File: config.mk
export PLATFORM = sky130hd
export DESIGN_NAME = masked_sprite_row_blitter
export DESIGN_NICKNAME = d
export VERILOG_FILES = /design/src/rtl/msrb_pkg.sv /design/src/rtl/masked_sprite_row_blitter.sv /design/src/rtl/msrb_front.sv /design/src/rtl/msrb_queue.sv /design/src/rtl/msrb_back.sv
export SDC_FILE = /design/constraint.sdc
export NUM_CORES = 1
export LEC_CHECK = 0
export BUFFER_PORTS_ARGS = -buffer_cell sky130_fd_sc_hd__buf_2
export CORE_MARGIN = 2
export CORE_UTILIZATION = 45
export DETAILED_ROUTE_END_ITERATION = 16
export GPL_TIMING_DRIVEN = 0
export HOLD_SLACK_MARGIN = 0.1
export MAX_ROUTING_LAYER = met4
export PLACE_DENSITY_LB_ADDON = 0.3
export SETUP_SLACK_MARGIN = 0.2
export SLEW_MARGIN = 20
export SYNTH_ARGS = -nofsm -noshare
export SYNTH_HDL_FRONTEND = slang
export SYNTH_SLANG_ARGS = --single-unit
File: constraint.sdc
create_clock -name clk -period 6.4 [get_ports clk]
set_input_delay 0.64 -clock clk [delete_from_list [all_inputs] [get_ports clk]]
set_output_delay 0.64 -clock clk [all_outputs]
set_load 0.02 [all_outputs]
File: src/rtl/msrb_pkg.sv
// Shared types and constants for the masked sprite row blitter.
// No dependencies.
package msrb_pkg;

    localparam int unsigned LANES = 4;

    typedef enum logic
    {
        OP_PIXEL = 1'b0,
        OP_ATTR  = 1'b1
    } op_t;

    localparam logic [7:0] ATTR_TRANSPARENT = 8'h80;
    localparam logic signed [10:0] X_MIN = -11'sd23;

    typedef struct packed
    {
        op_t             op;
        logic [7:0]      row;
        logic [4:0]      cell0;
        logic [31:0]     src;
        logic [31:0]     mask;
        logic [7:0]      attr;
        logic [LANES-1:0] cells;
    } entry_t;

    typedef struct packed
    {
        logic full;
        logic empty;
    } queue_status_t;

    function automatic logic [31:0] swap_bytes(input logic [31:0] w);
        return {w[7:0], w[15:8], w[23:16], w[31:24]};
    endfunction

endpackage

File: src/rtl/masked_sprite_row_blitter.sv
// Masked sprite row blitter, top level. A request's first command passes through the queue
// slot, then the back end's output register. The back end emits one byte command per cycle
// unless the output stalls; a request yields one command per unclipped cell (1 to 4).
// Filtered requests are dropped at the input. A two-entry queue sets how far the front
// runs ahead. Reset clears the queue, output valid and the layer to 0.
module masked_sprite_row_blitter #(
    parameter int SCREEN_CELLS = 32,
    parameter int PIXEL_ROWS   = 192,
    parameter int ATTR_ROWS    = 48
) (
    input  logic              clk,
    input  logic              rst_n,
    input  logic              cfg_valid,
    output logic              cfg_ready,
    input  logic [7:0]        cfg_data,
    input  logic              in_valid,
    output logic              in_stall,
    input  logic              op,
    input  logic              active,
    input  logic [7:0]        sprite_layer,
    input  logic signed [9:0] x_pos,
    input  logic signed [8:0] row_index,
    input  logic [31:0]       pattern_word,
    input  logic [31:0]       mask_word,
    input  logic [7:0]        attr_value,
    output logic              out_valid,
    input  logic              out_stall,
    output logic              target_buffer,
    output logic [7:0]        out_row,
    output logic [4:0]        out_cell,
    output logic [7:0]        and_mask,
    output logic [7:0]        or_data,
    output logic              last
);
    import msrb_pkg::*;

    logic          push;
    logic          pop;
    entry_t        push_entry;
    entry_t        head;
    queue_status_t q_status;

    msrb_front #(
        .SCREEN_CELLS(SCREEN_CELLS),
        .PIXEL_ROWS  (PIXEL_ROWS),
        .ATTR_ROWS   (ATTR_ROWS)
    ) u_front (
        .clk         (clk),
        .rst_n       (rst_n),
        .cfg_valid   (cfg_valid),
        .cfg_ready   (cfg_ready),
        .cfg_data    (cfg_data),
        .in_valid    (in_valid),
        .in_stall    (in_stall),
        .op          (op),
        .active      (active),
        .sprite_layer(sprite_layer),
        .x_pos       (x_pos),
        .row_index   (row_index),
        .pattern_word(pattern_word),
        .mask_word   (mask_word),
        .attr_value  (attr_value),
        .q_status    (q_status),
        .push        (push),
        .push_entry  (push_entry)
    );

    msrb_queue u_queue (
        .clk       (clk),
        .rst_n     (rst_n),
        .push      (push),
        .push_entry(push_entry),
        .pop       (pop),
        .head      (head),
        .status    (q_status)
    );

    msrb_back u_back (
        .clk          (clk),
        .rst_n        (rst_n),
        .head         (head),
        .q_status     (q_status),
        .pop          (pop),
        .out_valid    (out_valid),
        .out_stall    (out_stall),
        .target_buffer(target_buffer),
        .out_row      (out_row),
        .out_cell     (out_cell),
        .and_mask     (and_mask),
        .or_data      (or_data),
        .last         (last)
    );

endmodule

File: src/rtl/msrb_front.sv
// Front end: holds the render layer register, classifies each request and
// builds a queue entry with shifted data, fill mask and per-cell enables. Uses msrb_pkg.
module msrb_front #(
    parameter int SCREEN_CELLS = 32,
    parameter int PIXEL_ROWS   = 192,
    parameter int ATTR_ROWS    = 48
) (
    input  logic                 clk,
    input  logic                 rst_n,
    input  logic                 cfg_valid,
    output logic                 cfg_ready,
    input  logic [7:0]           cfg_data,
    input  logic                 in_valid,
    output logic                 in_stall,
    input  logic                 op,
    input  logic                 active,
    input  logic [7:0]           sprite_layer,
    input  logic signed [9:0]    x_pos,
    input  logic signed [8:0]    row_index,
    input  logic [31:0]          pattern_word,
    input  logic [31:0]          mask_word,
    input  logic [7:0]           attr_value,
    input  msrb_pkg::queue_status_t q_status,
    output logic                 push,
    output msrb_pkg::entry_t     push_entry
);
    import msrb_pkg::*;

    localparam logic signed [10:0] X_MAX     = 11'(SCREEN_CELLS * 8 - 1);
    localparam logic [9:0]         PIX_LIM   = 10'(PIXEL_ROWS);
    localparam logic [9:0]         ATTR_LIM  = 10'(ATTR_ROWS);
    localparam logic [7:0]         CELL_LIM  = 8'(SCREEN_CELLS);

    logic [7:0]          layer_reg;
    logic [7:0]          layer_next;
    logic signed [10:0]  x_ext;
    logic [2:0]          shift;
    logic signed [6:0]   cell0;
    logic [9:0]          row_u;
    logic                row_ok;
    logic                pass;
    logic [31:0]         pat_sw;
    logic [31:0]         msk_sw;
    logic [LANES-1:0]    cellv;
    logic signed [7:0]   cpos [LANES];

    assign cfg_ready  = 1'b1;
    assign layer_next = (cfg_valid && cfg_ready) ? cfg_data : layer_reg;

    always_ff @(posedge clk or negedge rst_n)
    begin
        if (!rst_n)
        begin
            layer_reg <= 8'd0;
        end
        else
        begin
            layer_reg <= layer_next;
        end
    end

    assign x_ext  = {x_pos[9], x_pos};
    assign shift  = x_pos[2:0];
    assign cell0  = x_pos[9:3];
    assign row_u  = {2'b00, row_index[7:0]};
    assign pat_sw = swap_bytes(pattern_word);
    assign msk_sw = swap_bytes(mask_word);

    always_comb
    begin
        row_ok = !row_index[8] &&
                 ((op == OP_PIXEL) ? (row_u < PIX_LIM) : (row_u < ATTR_LIM));
        pass = active && (sprite_layer == layer_reg) &&
               (x_ext >= X_MIN) && (x_ext <= X_MAX) && row_ok &&
               !((op == OP_ATTR) && ((attr_value & ATTR_TRANSPARENT) != 8'd0));
        for (int k = 0; k < LANES; k++)
        begin
            cpos[k]  = {cell0[6], cell0} + 8'(k);
            cellv[k] = !cpos[k][7] && (cpos[k] < CELL_LIM);
        end
        if (op == OP_ATTR && !shift[2])
        begin
            cellv[LANES-1] = 1'b0;
        end
    end

    always_comb
    begin
        push_entry.op    = op_t'(op);
        push_entry.row   = row_index[7:0];
        push_entry.cell0 = cell0[4:0];
        push_entry.src   = pat_sw >> shift;
        push_entry.mask  = (msk_sw >> shift) | ~(32'hffff_ffff >> shift);
        push_entry.attr  = attr_value;
        push_entry.cells = cellv;
    end

    assign in_stall = q_status.full;
    assign push     = in_valid && !in_stall && pass && (cellv != '0);

endmodule

File: src/rtl/msrb_queue.sv
// Two-entry queue between the classifier and the command emitter.
// Uses msrb_pkg.
module msrb_queue (
    input  logic                      clk,
    input  logic                      rst_n,
    input  logic                      push,
    input  msrb_pkg::entry_t          push_entry,
    input  logic                      pop,
    output msrb_pkg::entry_t          head,
    output msrb_pkg::queue_status_t   status
);
    import msrb_pkg::*;

    entry_t     slot_reg [2];
    logic       wr_ptr_reg;
    logic       wr_ptr_next;
    logic       rd_ptr_reg;
    logic       rd_ptr_next;
    logic [1:0] count_reg;
    logic [1:0] count_next;

    always_comb
    begin
        wr_ptr_next = push ? ~wr_ptr_reg : wr_ptr_reg;
        rd_ptr_next = pop ? ~rd_ptr_reg : rd_ptr_reg;
        count_next  = count_reg + 2'(push) - 2'(pop);
    end

    always_ff @(posedge clk or negedge rst_n)
    begin
        if (!rst_n)
        begin
            wr_ptr_reg <= 1'b0;
            rd_ptr_reg <= 1'b0;
            count_reg  <= 2'd0;
        end
        else
        begin
            wr_ptr_reg <= wr_ptr_next;
            rd_ptr_reg <= rd_ptr_next;
            count_reg  <= count_next;
        end
    end

    always_ff @(posedge clk)
    begin
        if (push)
        begin
            slot_reg[wr_ptr_reg] <= push_entry;
        end
    end

    assign head         = slot_reg[rd_ptr_reg];
    assign status.full  = count_reg[1];
    assign status.empty = (count_reg == 2'd0);

endmodule

File: src/rtl/msrb_back.sv
// Back end: walks the enabled cells of the head entry, one byte command per cycle
// while the output is not stalled, into the output register. Uses msrb_pkg.
module msrb_back (
    input  logic                      clk,
    input  logic                      rst_n,
    input  msrb_pkg::entry_t          head,
    input  msrb_pkg::queue_status_t   q_status,
    output logic                      pop,
    output logic                      out_valid,
    input  logic                      out_stall,
    output logic                      target_buffer,
    output logic [7:0]                out_row,
    output logic [4:0]                out_cell,
    output logic [7:0]                and_mask,
    output logic [7:0]                or_data,
    output logic                      last
);
    import msrb_pkg::*;

    logic [LANES-1:0] sent_reg;
    logic [LANES-1:0] sent_next;
    logic [LANES-1:0] remaining;
    logic [LANES-1:0] pick;
    logic [1:0]       lane;
    logic             is_last;
    logic             advance;
    logic             valid_reg;
    logic             valid_next;
    logic             tb_reg;
    logic [7:0]       row_reg;
    logic [4:0]       cell_reg;
    logic [7:0]       and_reg;
    logic [7:0]       or_reg;
    logic             last_reg;

    always_comb
    begin
        remaining = head.cells & ~sent_reg;
        pick      = remaining & (~remaining + LANES'(1));
        lane      = 2'd0;
        for (int k = LANES - 1; k >= 0; k--)
        begin
            if (pick[k])
            begin
                lane = 2'(k);
            end
        end
        is_last = (remaining & ~pick) == '0;
        advance = !q_status.empty && (!valid_reg || !out_stall);
        pop     = advance && is_last;
        if (pop)
        begin
            sent_next = '0;
        end
        else if (advance)
        begin
            sent_next = sent_reg | pick;
        end
        else
        begin
            sent_next = sent_reg;
        end
        if (advance)
        begin
            valid_next = 1'b1;
        end
        else if (!out_stall)
        begin
            valid_next = 1'b0;
        end
        else
        begin
            valid_next = valid_reg;
        end
    end

    always_ff @(posedge clk or negedge rst_n)
    begin
        if (!rst_n)
        begin
            sent_reg  <= '0;
            valid_reg <= 1'b0;
        end
        else
        begin
            sent_reg  <= sent_next;
            valid_reg <= valid_next;
        end
    end

    always_ff @(posedge clk)
    begin
        if (advance)
        begin
            tb_reg   <= head.op;
            row_reg  <= head.row;
            cell_reg <= head.cell0 + 5'(lane);
            last_reg <= is_last;
            if (head.op == OP_PIXEL)
            begin
                and_reg <= head.mask[31 - 8 * lane -: 8];
                or_reg  <= head.src[31 - 8 * lane -: 8];
            end
            else
            begin
                and_reg <= 8'd0;
                or_reg  <= head.attr;
            end
        end
    end

    assign out_valid     = valid_reg;
    assign target_buffer = tb_reg;
    assign out_row       = row_reg;
    assign out_cell      = cell_reg;
    assign and_mask      = and_reg;
    assign or_data       = or_reg;
    assign last          = last_reg;

endmodule

==> results of run 1 <==
## final cells by class
cell class / instances / area, µm² / share of cell area
Tap cell: 324 / 405 / 0.0306
Buffer: 54 / 263 / 0.0198
Inverter: 15 / 56.3 / 0.00424
Clock buffer: 25 / 583 / 0.0439
Multi-Input combinational cell: 525 / 4140 / 0.312
Sequential cell: 228 / 6760 / 0.510
Timing Repair Buffer: 151 / 873 / 0.0658
Clock inverter: 16 / 184 / 0.0139
## worst min path at each step
| stage | cells past startpoint | slack (ns) | endpoint | start |
|---|---|---|---|---|
| floorplan | 0 | 0.34 | u_back.out_valid$_DFFE_PN0P_ | rst_n |
| global placement | 2 | 0.48 | u_back.out_valid$_DFFE_PN0P_ | u_queue.count_reg[0]$_DFF_PN0_ |
| detailed placement | 2 | 0.49 | u_back.out_valid$_DFFE_PN0P_ | u_queue.count_reg[0]$_DFF_PN0_ |
| CTS | 1 | 0.30 | u_queue.slot_reg[0][7]$_DFFE_PP_ | attr_value[3] |
| global route | 1 | 0.31 | u_queue.slot_reg[1][6]$_DFFE_PP_ | attr_value[2] |
| finish | 1 | 0.32 | u_queue.slot_reg[0][81]$_DFFE_PP_ | row_index[0] |
## power breakdown
part,switching (mW),leakage [nW],total [mW],internal (mW)
clock,0.541,0.375,1.36,0.820
combinational,0.925,2.43,1.50,0.578
sequential,0.0448,2.12,1.86,1.82
## stage by stage
| step | cell area, µm² | utilization |
|---|---|---|
| CTS | 13300 | 0.544 |
| floorplan | 11200 | - |
| global route | 13300 | 0.544 |
| finish | 13300 | 0.544 |
| detailed placement | 12500 | 0.512 |
| global placement | 12300 | 0.506 |
## cell usage after synthesis, types with 2 or more instances
library cell | n | area share
xor2_1 | 2 | 0.0016
and3_1 | 10 | 0.0056
nand2_1 | 72 | 0.024
nor3_1 | 20 | 0.0089
a211oi_1 | 2 | 0.0013
buf_6 | 3 | 0.0030
a21oi_1 | 32 | 0.014
o211ai_1 | 8 | 0.0054
and2_1 | 3 | 0.0017
buf_4 | 6 | 0.0040
mux2i_1 | 49 | 0.044
mux2_2 | 75 | 0.075
a31o_2 | 8 | 0.0063
mux4_2 | 23 | 0.046
o22ai_1 | 8 | 0.0045
clkbuf_1 | 23 | 0.0077
a21o_1 | 18 | 0.012
buf_2 | 12 | 0.0054
or2_1 | 2 | 0.0011
o21bai_1 | 8 | 0.0054
a31oi_1 | 3 | 0.0017
nor2b_1 | 4 | 0.0022
nand4_1 | 2 | 0.0011
or2_2 | 3 | 0.0017
buf_1 | 10 | 0.0033
dfrtp_1 | 17 | 0.038
nor2_1 | 49 | 0.016
o31ai_1 | 10 | 0.0067
nand3_1 | 13 | 0.0058
inv_1 | 14 | 0.0047
a221oi_1 | 20 | 0.016
xnor2_1 | 13 | 0.010
edfxtp_1 | 211 | 0.57
ha_1 | 4 | 0.0045
nand2b_1 | 2 | 0.0011
o21ai_0 | 40 | 0.018
a221oi_2 | 5 | 0.0067
## cells in the final DEF, fill, tap and decap left out, types with 4 or more instances in the layout
master       n
nand3_1     13
and3_1      10
mux4_2      23
nor3_1      20
buf_2      156
o31ai_1     10
inv_1       13
edfxtp_1   211
nand2_1     72
buf_1       10
o21bai_1     8
clkinv_1     5
dfrtp_1     17
o211ai_1     8
a21o_1      18
mux2_2      75
o21ai_0     40
buf_4        6
mux2i_1     49
ha_1         4
nor2_1      49
clkbuf_16   23
clkbuf_1    25
bufinv_16    4
a221oi_1    20
a31o_2       8
a21oi_1     32
clkinv_2     4
xnor2_1     13
o22ai_1      8
a221oi_2     5
## routing by layer
metal | GRT usage | part of all wire
met5 | - | 0
met1 | 0.326 | 0.46
met2 | 0.347 | 0.46
met4 | 0.0402 | 0.013
met3 | 0.0240 | 0.072
## kinds of logic (layout without fill, tap and decap cells)
logic type | Yosys count | in the layout
flops | 228 | 228
simple gates | 183 | 183
compound gates | 173 | 173
mux | 148 | 148
buf+inv | 69 | 261
xor+xnor | 15 | 15
fa+ha+maj | 5 | 5
other cells | 1 | 1
## worst max-delay path, cell delays in order (launching register included)
cell and delay [ns]:
dfrtp_1 0.36, buf_4 0.16, mux2i_2 0.18, or2_1 0.22, buf_4 0.18, buf_4 0.19, buf_2 0.21, a21oi_1 0.23
ha_1 0.21, inv_1 0.06, fa_1 0.40, nor3_1 0.29, xnor2_1 0.11
==> reports/qor.csv, run 1 <==
stage,metric,value,unit
sta,"Hold Vio Cnt, Final",0,
final_layout,Final Non-Filler Cells,1338,
critical_path,kind of end point of the critical path,flip-flop,
final_layout,Largest register FFs,180,
power_and_ir_drop,total power,4.73,mW
global_routing,antenna violations before repair,0,
place,Final GP Congestion,0.915,
clock_tree,clock tree from TritonCTS,done,
clock_tree,Post-CTS Resized,0,
logic_synthesis,Mapped Cells,822,
sta,Slew HR,0.419,
sta,Slew @ Worst Pin,0.872,ns
logic_synthesis,flop and latch count out of synthesis,228,
global_routing,global-route wire length before repair,43700,µm
clock_tree,root buf cell,clkbuf_16,
run,MaxCap Viol Count,0,
critical_path,Worst Setup EP,u_back.out_cell[4]$_DFFE_PP_,
routing,Routed WL per cell,21.4,µm
sta,Max Clock Skew,0.0123,ns
floorplanning,io pins,148,
logic_synthesis,Synth Area in XOR/XNOR,0.0117,
clock_tree,Worst-Skew Late Latency,0.51,ns
logic_synthesis,async set-reset flop share out of synthesis,0.0746,
place,pre-CTS WS,3.02,ns
sta,minimum clock period,3.03,ns
logic_synthesis,largest family of logic cells by synthesized area,multiplexers,
clock_tree,clock tree buffer depth,3,
final_layout,fillers,2084,
critical_path,Reg2Reg Depth,12,
critical_path,WP data required,6.66,ns
outcome,status,finished clean,
global_routing,Total GRT Usage,0.224,
logic_synthesis,ys flop type,edfxtp_1,
clock_tree,CTS Buf Count,23,
critical_path,RR Endpoint,u_back.out_cell[4]$_DFFE_PP_,
floorplanning,Die Y,162,µm
place,Placed Cells,1296,
logic_synthesis,Synth Area in Simple Gates,0.0725,
global_routing,grt ovf,0,
final_layout,Layout area overhead,18.3,%
routing,Via Count,7615,
sta,final worst slack,3.37,ns
final_layout,antenna diode count,0,
power_and_ir_drop,Leak,4.93,nW
floorplanning,initial core utilization,0.460,
critical_path,worst-path fanout max,10,
place,post-DP HPWL,21000,µm
global_routing,vias in the first global route,7510,
routing,First DRT Iteration DRCs,682,
critical_path,Worst Setup SP,u_queue.rd_ptr_reg$_DFFE_PN0N_,
clock_tree,clock sinks,228,
logic_synthesis,Compound-Gate Fraction of Synth Area,0.111,
global_routing,largest net degree at the start of global routing,50,
sta,"Slew Viols, Final",0,
floorplanning,row cnt,57,
floorplanning,die width,162,µm
critical_path,critical path class,reg -> reg,
sta,FMAX,330,MHz
logic_synthesis,yosys warns,0,
logic_synthesis,Adder-Cell Fraction of Synth Area,0.00625,
critical_path,r2r setup slk,3.37,ns
sta,total negative slack,0,ns
logic_synthesis,register area share after synthesis,0.603,
sta,Min Hold Slack,0.321,ns
sta,RSZ-0062 raised after global routing,false,
final_layout,fin nets,1117,
sta,Final Cycle Share,0.474,
clock_tree,post-cts hold buffer count,1,
routing,DRC violations left,0,
floorplanning,die area,0.0262,mm²
clock_tree,clk slew on worst S/H paths,0.06,ns
critical_path,Worst EP arrival,3.29,ns
critical_path,Worst R2R Start,u_queue.rd_ptr_reg$_DFFE_PN0N_,
routing,DRT Wirelength,28700,µm
clock_tree,setup repair bufs after CTS,0,
critical_path,Critical Path Start Type,flip-flop,
logic_synthesis,Post-synth EDFFs,211,
logic_synthesis,synthesized area per cell,13.6,µm²
floorplanning,core area,0.0244,mm²
logic_synthesis,Synth Cell Area,0.0112,mm²
final_layout,share of cells above drive strength 1,0.327,
logic_synthesis,Syn Nets,941,
routing,via-per-instance ratio,5.69,
routing,Antenna Nets Post-Route,0,
place,Buffers on Ports,144,
sta,Final Setup Violations,0,
logic_synthesis,post-synthesis mux area share,0.167,
power_and_ir_drop,Cell Pwr Density,356,mW/mm²
logic_synthesis,number of unique standard cell types used by synthesis,55,
clock_tree,H-tree levels,1,
routing,DRT Pass-1 Iters,5,
power_and_ir_drop,Worst VDD drop,0.000201,V
hold_path,HP Class,in -> reg,
Note: power is estimated with default switching activity, not from simulation.
==> run 2, diff against run 1 <==
- clock period: 6.4 -> 2.5 ns (I/O delays scaled with it)
==> run 2 against run 1 <==
Against the previous run: sequential share of layout area is 6.6 points lower; fmax is 23% higher; final cell count is 7.6% higher; critical path depth stayed put; combinational power grew to 3.6 times the previous value; register-to-register slack worse by 3.3 ns; clock power is 150% higher; global-route usage is 1.6 points higher; sequential power grew to 2.6 times the previous value; die area stayed put; count of clock-buffer cells in the layout is 6 higher.
==> reports/qor.csv, run 2 (synthesis results as in run 1) <==
stage,metric,value,unit,change
critical_path,worst-path fanout max,5,,was 10
final_layout,Largest register FFs,180,,unchanged
routing,Routed WL per cell,23.8,µm,was 21.4 µm
final_layout,post-route design area,0.0152,mm²,was 0.0133 mm²
clock_tree,H-tree levels,1,,unchanged
global_routing,grt ovf,0,,unchanged
routing,First DRT Iteration DRCs,852,,was 682
routing,DRC violations left,0,,unchanged
global_routing,vias in the first global route,7889,,was 7510
global_routing,largest net degree at the start of global routing,41,,was 50
floorplanning,Die Y,162,µm,unchanged
clock_tree,clock tree buffer depth,3,,unchanged
sta,Slew HR,0.425,,was 0.419
sta,FMAX,407,MHz,was 330 MHz
routing,DRT Pass-1 Iters,5,,unchanged
clock_tree,Worst-Skew Late Latency,0.52,ns,was 0.51 ns
place,Final GP Congestion,0.890,,was 0.915
sta,Final Setup Violations,0,,unchanged
critical_path,kind of end point of the critical path,flip-flop,,unchanged
critical_path,Critical Path Start Type,flip-flop,,unchanged
final_layout,Final Non-Filler Cells,1440,,was 1338
clock_tree,clock sinks,228,,unchanged
sta,RSZ-0062 raised after global routing,true,,was false
routing,Via Count,8332,,was 7615
power_and_ir_drop,Worst VDD drop,0.000530,V,was 0.000201 V
power_and_ir_drop,total power,13.5,mW,was 4.73 mW
final_layout,Layout area overhead,36.0,%,was 18.3%
floorplanning,die area,0.0262,mm²,unchanged
sta,"Slew Viols, Final",0,,unchanged
place,Placed Cells,1297,,was 1296
floorplanning,io pins,148,,unchanged
final_layout,most frequent cells in the layout,"211 x edfxtp_1, 146 x buf_2, 75 x mux2_2",,"was 211 x edfxtp_1, 156 x buf_2, 75 x mux2_2"
final_layout,fillers,1796,,was 2084
final_layout,"most common cell after layout, fill and taps aside",edfxtp_1,,unchanged
critical_path,critical path class,reg -> reg,,unchanged
final_layout,fin nets,1217,,was 1117
clock_tree,CTS Buf Count,24,,was 23
sta,minimum clock period,2.46,ns,was 3.03 ns
place,post-DP HPWL,21200,µm,was 21000 µm
routing,via-per-instance ratio,5.79,,was 5.69
routing,Antenna Nets Post-Route,0,,unchanged
floorplanning,initial core utilization,0.460,,unchanged
outcome,status,finished clean,,unchanged
global_routing,Total GRT Usage,0.240,,was 0.224
global_routing,global-route wire length before repair,46700,µm,was 43700 µm
sta,Min Hold Slack,0.162,ns,was 0.321 ns
sta,Final Cycle Share,0.983,,was 0.474
run,MaxCap Viol Count,0,,unchanged
clock_tree,clk slew on worst S/H paths,0.06,ns,about the same
routing,DRT Wirelength,34200,µm,was 28700 µm
global_routing,antenna violations before repair,0,,unchanged
clock_tree,clock tree from TritonCTS,done,,unchanged
sta,Max Clock Skew,0.0221,ns,was 0.0123 ns
floorplanning,core area,0.0244,mm²,unchanged
place,Buffers on Ports,144,,unchanged
power_and_ir_drop,Leak,5.69,nW,was 4.93 nW
final_layout,"Core Util, Final",0.625,,was 0.544
place,Placement Cell Area,0.0126,mm²,was 0.0125 mm²
clock_tree,root buf cell,clkbuf_16,,unchanged
critical_path,WP data required,2.75,ns,was 6.66 ns
floorplanning,die width,162,µm,unchanged
hold_path,HP Class,in -> reg,,unchanged
final_layout,antenna diode count,0,,unchanged
power_and_ir_drop,Cell Pwr Density,887,mW/mm²,was 356 mW/mm²
critical_path,Worst EP arrival,2.71,ns,was 3.29 ns
floorplanning,row cnt,57,,unchanged
final_layout,share of cells above drive strength 1,0.409,,was 0.327
sta,"Hold Vio Cnt, Final",0,,unchanged
sta,Slew @ Worst Pin,0.862,ns,was 0.872 ns
[run 2: where the power goes]
part / internal, mW / leakage [nW] / switching (mW)
logic: 2.31 / 3.21 / 3.06
clock network: 1.94 / 0.354 / 1.44
registers: 4.66 / 2.12 / 0.121
total: 8.91 / 5.69 / 4.62
[run 2: critical path, cell delays in order, from the launching register on]
cell and delay [ns]:
dfrtp_1 0.37, buf_6 0.13, mux2i_4 0.19, or2_1 0.23, buf_6 0.13, buf_8 0.11
buf_8 0.11, a21oi_4 0.16, ha_4 0.16, inv_2 0.03, fa_2 0.35, nor3_2 0.14
xnor2_1 0.08
[run 2: through the flow]
| step | TNS [ns] | worst slack [ns] |
|---|---|---|
| after global placement | -270.64 | -1.68 |
| after detailed placement | -18.23 | -0.287 |
| after CTS | -0.0518 | -0.0343 |
| final | 0 | 0.0434 |
| after floorplan | -72.81 | -0.523 |
| after global routing | -1.73 | -0.0833 |
[run 2: worst paths after layout]
kind | slack [ns] | cells past startpoint | start | to
min in group asynchronous | 0.21 | 2 | rst_n | u_back.sent_reg[1]$_DFFE_PN0P_
setup / recovery | 0.04 | 12 | u_queue.rd_ptr_reg$_DFFE_PN0N_ | u_back.out_cell[4]$_DFFE_PP_
hold reg to reg | 0.49 | 2 | u_queue.count_reg[0]$_DFF_PN0_ | u_back.out_valid$_DFFE_PN0P_
hold / removal | 0.16 | 2 | attr_value[7] | u_queue.slot_reg[0][11]$_DFFE_PP_
setup reg to reg | 0.04 | 12 | u_queue.rd_ptr_reg$_DFFE_PN0N_ | u_back.out_cell[4]$_DFFE_PP_
max in group asynchronous | 1.97 | 2 | rst_n | u_queue.count_reg[1]$_DFF_PN0_
[run 2: final cells by class]
type,count,area [µm²],share of cell area
Multi-Input combinational cell,527,4700,0.308
Clock buffer,31,648,0.0425
Clock inverter,13,98.8,0.00648
Buffer,54,372,0.0244
Inverter,15,56.3,0.00369
Sequential cell,228,6760,0.444
Tap cell,324,405,0.0266
Timing Repair Buffer,248,2200,0.144
[run 2: layer usage]
layer | up-vias | global-route usage | routed length (µm)
met5 | - | - | 0
met4 | 0 | 0.0563 | 661
met3 | 49 | 0.0345 | 2700
met2 | 475 | 0.376 | 16200
met1 | 4075 | 0.334 | 14700
li1 | 3733 | - | -
[run 2: timing repair]
item | CTS | global route
setup buffers | 21 | 21
endpoints found under the hold margin | 70 | 0
endpoints found under the setup margin | 177 | 174
gates resized for setup | 70 | 67
hold buffers | 32 | 0
gates cloned | 1 | 24
pin swaps | 29 | 38
